$ cat config.mk
export PLATFORM = sky130hd
export DESIGN_NAME = seven_segment_scan_serializer
export DESIGN_NICKNAME = d
export VERILOG_FILES = /design/src/hw/rtl/sss_pkg.sv /design/src/hw/rtl/sss_queue.sv /design/src/hw/rtl/sss_front.sv /design/src/hw/rtl/sss_back.sv /design/src/hw/rtl/seven_segment_scan_serializer.sv
export SDC_FILE = /design/constraint.sdc
export NUM_CORES = 1
export LEC_CHECK = 0
export ABC_AREA = 1
export CAP_MARGIN = 30
export CORE_UTILIZATION = 65
export DETAILED_ROUTE_END_ITERATION = 8
export DONT_BUFFER_PORTS = 1
export GPL_TIMING_DRIVEN = 0
export PLACE_DENSITY = 0.81
export SLEW_MARGIN = 0
export SYNTH_ARGS = -nofsm -noshare
export SYNTH_HDL_FRONTEND = slang
export SYNTH_SLANG_ARGS = --single-unit
$ cat constraint.sdc
create_clock -name clk -period 10.1 [get_ports clk]
set_input_delay 3.03 -clock clk [delete_from_list [all_inputs] [get_ports clk]]
set_output_delay 3.03 -clock clk [all_outputs]
set_load 0.02 [all_outputs]
$ cat src/hw/rtl/sss_pkg.sv
// shared types, constants and lookup functions of the scan serializer
// no dependencies
package sss_pkg;

  localparam int NUM_DIGITS   = 4;
  localparam int POS_W        = (NUM_DIGITS > 1) ? $clog2(NUM_DIGITS) : 1;
  localparam int VALUE_W      = 14;
  localparam int PATTERN_W    = 8;
  localparam int ENABLE_W     = 4;
  localparam int BIT_CNT_W    = $clog2(PATTERN_W);
  localparam int QUEUE_DEPTH  = 2;
  localparam int QPTR_W       = (QUEUE_DEPTH > 1) ? $clog2(QUEUE_DEPTH) : 1;
  localparam int QCNT_W       = $clog2(QUEUE_DEPTH + 1);
  localparam int RECIP_W      = 14;
  localparam int SHIFT_W      = 5;

  localparam logic [VALUE_W-1:0]  SHOWN_MODULUS = VALUE_W'(10000);
  localparam logic [RECIP_W-1:0]  RECIP_TEN     = RECIP_W'(6554);
  localparam int                  RECIP_TEN_SH  = 16;
  localparam logic [VALUE_W-1:0]  TEN           = VALUE_W'(10);

  // one decoded digit, ready to be shifted out
  typedef struct packed {
    logic [PATTERN_W-1:0] pattern;
    logic [ENABLE_W-1:0]  enable_n;
  } cmd_t;

  // multiply-and-shift that stands in for a divide by a power of ten
  typedef struct packed {
    logic [RECIP_W-1:0] k;
    logic [SHIFT_W-1:0] sh;
  } recip_t;

  function automatic recip_t decade_recip(input logic [POS_W-1:0] pos);
    recip_t r;
    unique case (int'(pos))
      0:       begin r.k = RECIP_W'(1);    r.sh = SHIFT_W'(0);  end
      1:       begin r.k = RECIP_W'(6554); r.sh = SHIFT_W'(16); end
      2:       begin r.k = RECIP_W'(5243); r.sh = SHIFT_W'(19); end
      3:       begin r.k = RECIP_W'(8389); r.sh = SHIFT_W'(23); end
      // digits above the thousands are always zero
      default: begin r.k = RECIP_W'(0);    r.sh = SHIFT_W'(0);  end
    endcase
    return r;
  endfunction

  function automatic logic [PATTERN_W-1:0] seg_pattern(input logic [3:0] digit);
    logic [PATTERN_W-1:0] p;
    unique case (digit)
      4'd0:    p = 8'h7E;
      4'd1:    p = 8'h0C;
      4'd2:    p = 8'hB6;
      4'd3:    p = 8'h9E;
      4'd4:    p = 8'hCC;
      4'd5:    p = 8'hDA;
      4'd6:    p = 8'hFA;
      4'd7:    p = 8'h0E;
      4'd8:    p = 8'hFE;
      4'd9:    p = 8'hDE;
      default: p = 8'h7E;
    endcase
    return p;
  endfunction

endpackage

$ cat src/hw/rtl/sss_queue.sv
// two-entry command queue between digit decode and the shifter
// depends on sss_pkg
module sss_queue (
  input  logic          clk,
  input  logic          rst,
  input  logic          wr_valid,
  output logic          wr_ready,
  input  sss_pkg::cmd_t wr_data,
  output logic          rd_valid,
  input  logic          rd_take,
  output sss_pkg::cmd_t rd_data
);

  sss_pkg::cmd_t                    entries [sss_pkg::QUEUE_DEPTH];
  logic [sss_pkg::QPTR_W-1:0]       wr_ptr;
  logic [sss_pkg::QPTR_W-1:0]       rd_ptr;
  logic [sss_pkg::QCNT_W-1:0]       count;
  logic                             do_wr;
  logic                             do_rd;

  assign wr_ready = (count != sss_pkg::QCNT_W'(sss_pkg::QUEUE_DEPTH));
  assign rd_valid = (count != '0);
  assign do_wr    = wr_valid && wr_ready;
  assign do_rd    = rd_take && rd_valid;
  assign rd_data  = entries[rd_ptr];

  always_ff @(posedge clk) begin
    if (do_wr) begin
      entries[wr_ptr] <= wr_data;
    end
  end

  always_ff @(posedge clk) begin
    if (rst) begin
      wr_ptr <= '0;
      rd_ptr <= '0;
      count  <= '0;
    end else begin
      if (do_wr) begin
        wr_ptr <= (wr_ptr == sss_pkg::QPTR_W'(sss_pkg::QUEUE_DEPTH - 1)) ? '0 : wr_ptr + 1'b1;
      end
      if (do_rd) begin
        rd_ptr <= (rd_ptr == sss_pkg::QPTR_W'(sss_pkg::QUEUE_DEPTH - 1)) ? '0 : rd_ptr + 1'b1;
      end
      if (do_wr && !do_rd) begin
        count <= count + 1'b1;
      end else if (do_rd && !do_wr) begin
        count <= count - 1'b1;
      end
    end
  end

endmodule

$ cat src/hw/rtl/sss_front.sv
// front end: accepts values, tracks the scan position and decodes one digit
// depends on sss_pkg
module sss_front (
  input  logic                          clk,
  input  logic                          rst,
  input  logic                          push,
  output logic                          full,
  input  logic [sss_pkg::VALUE_W-1:0]   display_value,
  output logic                          cmd_valid,
  input  logic                          cmd_ready,
  output sss_pkg::cmd_t                 cmd
);

  logic                                         s1_valid, s2_valid, s3_valid;
  logic [sss_pkg::VALUE_W-1:0]                  s1_value;
  logic [sss_pkg::POS_W-1:0]                    s1_pos, s2_pos, s3_pos;
  logic [sss_pkg::VALUE_W-1:0]                  s2_quot;
  logic [sss_pkg::VALUE_W-1:0]                  s3_quot;
  logic [sss_pkg::POS_W-1:0]                    scan_position;
  logic                                         adv;
  logic                                         accept;
  logic [sss_pkg::VALUE_W-1:0]                  value_mod;
  sss_pkg::recip_t                              recip;
  logic [sss_pkg::VALUE_W+sss_pkg::RECIP_W-1:0] quot_prod;
  logic [sss_pkg::VALUE_W+sss_pkg::RECIP_W-1:0] quot_shift;
  logic [sss_pkg::VALUE_W+sss_pkg::RECIP_W-1:0] tens_prod;
  logic [sss_pkg::VALUE_W-1:0]                  tens;
  logic [sss_pkg::VALUE_W-1:0]                  rem;

  // the whole pipe moves unless the decoded digit is stuck at the queue
  assign adv    = !s3_valid || cmd_ready;
  assign full   = s1_valid && !adv;
  assign accept = push && !full;

  // stage 1: value below 16384 needs one subtract to land below 10000
  assign value_mod = (display_value >= sss_pkg::SHOWN_MODULUS)
                   ? display_value - sss_pkg::SHOWN_MODULUS : display_value;

  // stage 2: divide by the power of ten of the scanned digit
  assign recip      = sss_pkg::decade_recip(s1_pos);
  assign quot_prod  = s1_value * recip.k;
  assign quot_shift = quot_prod >> recip.sh;

  // stage 3: remainder by ten of the quotient
  assign tens_prod = s3_quot * sss_pkg::RECIP_TEN;
  assign tens      = sss_pkg::VALUE_W'(tens_prod >> sss_pkg::RECIP_TEN_SH);
  assign rem       = s3_quot - tens * sss_pkg::TEN;

  assign cmd_valid    = s3_valid;
  assign cmd.pattern  = sss_pkg::seg_pattern(rem[3:0]);
  assign cmd.enable_n = ~(sss_pkg::ENABLE_W'(1) << s3_pos);

  always_ff @(posedge clk) begin
    if (rst) begin
      s1_valid      <= 1'b0;
      s2_valid      <= 1'b0;
      s3_valid      <= 1'b0;
      scan_position <= '0;
    end else begin
      if (adv) begin
        s1_valid <= accept;
        s2_valid <= s1_valid;
        s3_valid <= s2_valid;
      end else if (accept) begin
        s1_valid <= 1'b1;
      end
      if (accept) begin
        scan_position <= (scan_position == sss_pkg::POS_W'(sss_pkg::NUM_DIGITS - 1))
                       ? '0 : scan_position + 1'b1;
      end
    end
  end

  always_ff @(posedge clk) begin
    if (accept) begin
      s1_value <= value_mod;
      s1_pos   <= scan_position;
    end
    if (adv) begin
      s2_quot <= quot_shift[sss_pkg::VALUE_W-1:0];
      s2_pos  <= s1_pos;
      s3_quot <= s2_quot;
      s3_pos  <= s2_pos;
    end
  end

endmodule

$ cat src/hw/rtl/sss_back.sv
// back end: shifts one segment pattern out a bit per result, marks the last bit
// depends on sss_pkg
module sss_back (
  input  logic                           clk,
  input  logic                           rst,
  input  logic                           cmd_valid,
  output logic                           cmd_take,
  input  sss_pkg::cmd_t                  cmd,
  output logic                           empty,
  input  logic                           pop,
  output logic                           serial_data,
  output logic [sss_pkg::ENABLE_W-1:0]   digit_enable_n,
  output logic                           latch_last
);

  logic                             busy;
  logic [sss_pkg::BIT_CNT_W-1:0]    bit_cnt;
  logic [sss_pkg::PATTERN_W-1:0]    shreg;
  logic [sss_pkg::ENABLE_W-1:0]     enable_n;
  logic                             last_bit;
  logic                             reload;

  assign last_bit = (bit_cnt == sss_pkg::BIT_CNT_W'(sss_pkg::PATTERN_W - 1));
  assign reload   = !busy || (pop && last_bit);
  assign cmd_take = reload;

  assign empty          = !busy;
  assign serial_data    = shreg[sss_pkg::PATTERN_W-1];
  assign digit_enable_n = enable_n;
  assign latch_last     = last_bit;

  always_ff @(posedge clk) begin
    if (rst) begin
      busy    <= 1'b0;
      bit_cnt <= '0;
    end else if (reload) begin
      busy    <= cmd_valid;
      bit_cnt <= '0;
    end else if (pop) begin
      bit_cnt <= bit_cnt + 1'b1;
    end
  end

  always_ff @(posedge clk) begin
    if (reload && cmd_valid) begin
      shreg    <= cmd.pattern;
      enable_n <= cmd.enable_n;
    end else if (busy && pop) begin
      shreg <= {shreg[sss_pkg::PATTERN_W-2:0], 1'b0};
    end
  end

endmodule

$ cat src/hw/rtl/seven_segment_scan_serializer.sv
// top level of the four-digit seven-segment scan serializer
// depends on sss_pkg, sss_front, sss_queue and sss_back
//
//   channel   handshake          payload
//   -------   ----------------   ----------------------------------------------
//   input     push / full        display_value[13:0]
//   result    empty / pop        serial_data, digit_enable_n[3:0], latch_last
//
// each accepted item yields eight results, one per cycle while pop is held;
// the shifter emits one bit per cycle while pop is held and so sets the item rate
// the first result passes through the three decode stages, the command
// queue and the shift register
// rst is synchronous and clears the scan position and all valid state
// a stalled result side fills the two-entry queue and then the decode pipe
// before full rises; the shifter holds its current bit until pop
module seven_segment_scan_serializer (
  input  logic                          clk,
  input  logic                          rst,
  input  logic                          push,
  output logic                          full,
  input  logic [sss_pkg::VALUE_W-1:0]   display_value,
  output logic                          empty,
  input  logic                          pop,
  output logic                          serial_data,
  output logic [sss_pkg::ENABLE_W-1:0]  digit_enable_n,
  output logic                          latch_last
);

  // decoded digit leaving the front end
  logic          f_valid;
  logic          f_ready;
  sss_pkg::cmd_t f_cmd;

  // queued digit offered to the shifter
  logic          b_valid;
  logic          b_take;
  sss_pkg::cmd_t b_cmd;

  // front end: modulo, digit select by scan position, segment lookup
  sss_front u_front (
    .clk           (clk),
    .rst           (rst),
    .push          (push),
    .full          (full),
    .display_value (display_value),
    .cmd_valid     (f_valid),
    .cmd_ready     (f_ready),
    .cmd           (f_cmd)
  );

  // short queue so decode keeps going while the shifter works
  sss_queue u_queue (
    .clk      (clk),
    .rst      (rst),
    .wr_valid (f_valid),
    .wr_ready (f_ready),
    .wr_data  (f_cmd),
    .rd_valid (b_valid),
    .rd_take  (b_take),
    .rd_data  (b_cmd)
  );

  // back end: serial bits msb first, latch mark on the eighth
  sss_back u_back (
    .clk            (clk),
    .rst            (rst),
    .cmd_valid      (b_valid),
    .cmd_take       (b_take),
    .cmd            (b_cmd),
    .empty          (empty),
    .pop            (pop),
    .serial_data    (serial_data),
    .digit_enable_n (digit_enable_n),
    .latch_last     (latch_last)
  );

endmodule

==> flow_metrics.env <==
export IMPL_outcome="completed"
export IMPL_clock_root_buffer="clkbuf_16"
export IMPL_synth_seq_cells=95
export IMPL_worstMarginPinSlew_ns=0.967
export IMPL_io_pin_count=26
export IMPL_rsz0062_at_grt="no"
export IMPL_start_util=0.671
export IMPL_grt_start_max_net_pins=28
export IMPL_drt_initial_drc_count=798
export IMPL_setup_viol_count_final=0
export IMPL_design_area_mm2=0.0139
export IMPL_whs_endpoint="u_front.s3_quot[7]"
export IMPL_drv_slew=0
export IMPL_crit_required_ns=10.22
export IMPL_busiest_layer="met2"
export IMPL_fin_skew_ns=0.0124
export IMPL_min_path_cells=0
export IMPL_regArea_mm2=0.00271
export IMPL_synth_seq_area_share=0.205
export IMPL_r2r_setup_slack_ns=2.03
export IMPL_met3_usage=0.0438
export IMPL_wire_per_inst_um=16.2
export IMPL_synth_nets=1978
export IMPL_die_area_mm2=0.0209
export IMPL_h_tree_depth=3
export IMPL_numCtsBuffers=9
export IMPL_setup_tns_ns=0
export IMPL_first_global_vias=10200
export IMPL_worstReg2RegStart="u_front.s1_pos[0]"
export IMPL_tritoncts="done"
export IMPL_cts_sinks=95
export IMPL_yosys_top_cells_area="fa_1 23%, edfxtp_1 18%, ha_1 18%, inv_1 11%, nand2_1 11%"
export IMPL_grt_pass1_wl_um=48700
export IMPL_die_y_um=145
export IMPL_path_class="flip-flop to flip-flop"
export IMPL_path_max_fanout=10
export IMPL_hold_viol=0
export IMPL_dr_pass1_iters=5
export IMPL_area_growth_pct=5.10
export IMPL_synth_edf_count=81
export IMPL_reg2regPathDepth=26
export IMPL_hold_class="flip-flop to flip-flop"
export IMPL_ctsResizeCount=0
export IMPL_synthFlopType="edfxtp_1"
export IMPL_critPathArrivalTime_ns=8.19
export IMPL_worstSkewPairLatency_ns=0.36
export IMPL_multi_input_area_mm2=0.00897
export IMPL_max_freq_mhz=124
export IMPL_gr_usage_all_layers=0.308
export IMPL_numPortBuffers=0
export IMPL_drt_wl_total_um=30800
export IMPL_grt_use_met1=0.398
export IMPL_layout_common_cells="388 x inv_1, 385 x nand2_1, 194 x ha_1, 153 x fa_1"
export IMPL_synthCells=1613
export IMPL_max_slew_margin=0.353
export IMPL_fin_crit_ns=8.07
export IMPL_num_rows=51
export IMPL_async_reset_ff_frac=0
export IMPL_die_w_um=145
export IMPL_crit_path_end_kind="flip-flop"
export IMPL_gr_usage_met2=0.515
export IMPL_syn_cell_area_mm2=0.0132
export IMPL_num_vias=10500
export IMPL_drtAntennaViolNets=0
export IMPL_drive_gt1_frac=0.0233
export IMPL_postCtsSetupBuffers=0
export IMPL_yosysUniqueCellTypes=40
export IMPL_hpwl_um=26100
export IMPL_viasPerCell=5.54
export IMPL_synth_top_area_share=0.231
export IMPL_fin_crit_sh=0.799
export IMPL_cts_clk_slew_worst_paths_ns=0.07
export IMPL_antenna_cells=0
export IMPL_mostFrequentLayoutCell="inv_1"
export IMPL_max_cap_violations=0
export IMPL_r2r_end="u_front.s2_quot[2]"
export IMPL_place_gp_congestion=1.01
export IMPL_synth_top_cell_by_area="fa_1"
export IMPL_antenna_found_initial=0
export IMPL_hp_start="u_front.s2_quot[7]"
export IMPL_final_nets=1991
export IMPL_route_detailed_drc=0
export IMPL_overflow=0
export IMPL_yosys_warnings=0
export IMPL_core_area_mm2=0.0197
export IMPL_filler_cell_count=1514
export IMPL_place_area_mm2=0.0136
export IMPL_syn_avg_cell_area_um2=8.21
export IMPL_ctsHoldBuffers=0
export IMPL_cts_buffer_depth=2
export IMPL_start_kind="flip-flop"
## layer usage
metal  wire, um  vias up
met3       2210       96
met4       1340        0
li1           -     5033
met2      14600      426
met5          0        -
met1      12600     4957
## through the flow
step / worst slack (ns) / cells / hold slack [ns] / util
2_1_floorplan: 3.56 / 1613 / 0.400 / -
3_3_place_gp: 2.29 / 1878 / 0.401 / 0.688
5_1_grt: 1.59 / 1896 / 0.431 / 0.706
4_1_cts: 2.19 / 1895 / 0.421 / 0.705
3_5_place_dp: 2.20 / 1879 / 0.405 / 0.689
6_report: 2.03 / 1896 / 0.421 / 0.706
## cell families after synthesis
logic type,Yosys count,synth area share
simple gates,609,0.190
buf+inv,414,0.118
fa+ha+maj,347,0.415
compound gates,114,0.0501
flops,95,0.205
xor+xnor,34,0.0225
## critical path, stage by stage (launching register included)
cell	delay (ns)
edfxtp_1	0.70
clkbuf_1	0.45
inv_1	0.18
ha_1	0.35
clkbuf_1	0.24
clkbuf_1	0.50
nand2_1	0.39
fa_1	0.57
fa_1	0.53
inv_1	0.06
fa_1	0.53
fa_1	0.45
fa_1	0.54
inv_1	0.05
fa_1	0.53
inv_1	0.04
ha_1	0.36
nand2_1	0.18
inv_2	0.06
a21oi_1	0.32
o21ai_1	0.10
nand2_1	0.08
nand4_1	0.18
nand3_1	0.15
nand3_1	0.14
nand2_1	0.09
inv_1	0.03
## sequential cells by signal (all words and copies together) (netlist names), named ones only
name	flops
u_queue.wr_ptr	1
u_back.bit_cnt	3
u_front.s3_quot	14
u_front.cmd_valid	1
u_queue.count	2
u_back.shreg	7
u_front.scan_position	2
u_back.digit_enable_n	4
u_front.s1_pos	2
u_queue.rd_ptr	1
u_front.s3_pos	2
u_front.s1_valid	1
u_front.s2_pos	2
u_back.busy	1
u_front.s2_valid	1
u_front.s1_value	14
u_front.s2_quot	14
u_queue.entries	22
## worst max-delay path by stage
| stage | startpoint | endpoint | slack, ns | cells after the start |
|---|---|---|---|---|
| floorplan | u_front.s1_pos[0] | u_front.s2_quot[3] | 3.56 | 26 |
| detailed placement | u_front.s1_pos[0] | u_front.s2_quot[1] | 2.20 | 26 |
| CTS | u_front.s1_pos[0] | u_front.s2_quot[3] | 2.19 | 26 |
| global placement | u_front.s1_pos[0] | u_front.s2_quot[3] | 2.29 | 26 |
| finish | u_front.s1_pos[0] | u_front.s2_quot[2] | 2.03 | 26 |
| global route | u_front.s1_pos[0] | u_front.s2_quot[2] | 1.59 | 26 |
## synth_stat cells, types with 5 or more instances
master,n
ha_1,194
nor2_1,90
inv_2,5
xnor2_1,12
fa_1,153
xor2_1,22
o21ai_0,24
inv_1,388
dfxtp_1,14
nand3_1,90
o21bai_1,14
nand4_1,17
o21ai_1,8
edfxtp_1,81
nor3_1,9
a31oi_1,9
nand2_1,385
clkbuf_1,19
a21oi_1,44
## area by class of cell
cell class | count | share of cell area
plain buffers | 21 | 0.00576
clock buffers | 9 | 0.0162
clock inverters | 7 | 0.00603
inverters | 393 | 0.106
multi-input cells | 1104 | 0.645
flip-flops and latches | 95 | 0.195
well taps | 265 | 0.0238
repair buffers | 2 | 0.00252
Power is not shown: default switching activity piles up to over one toggle a cycle in this logic, so the estimate is an artifact.
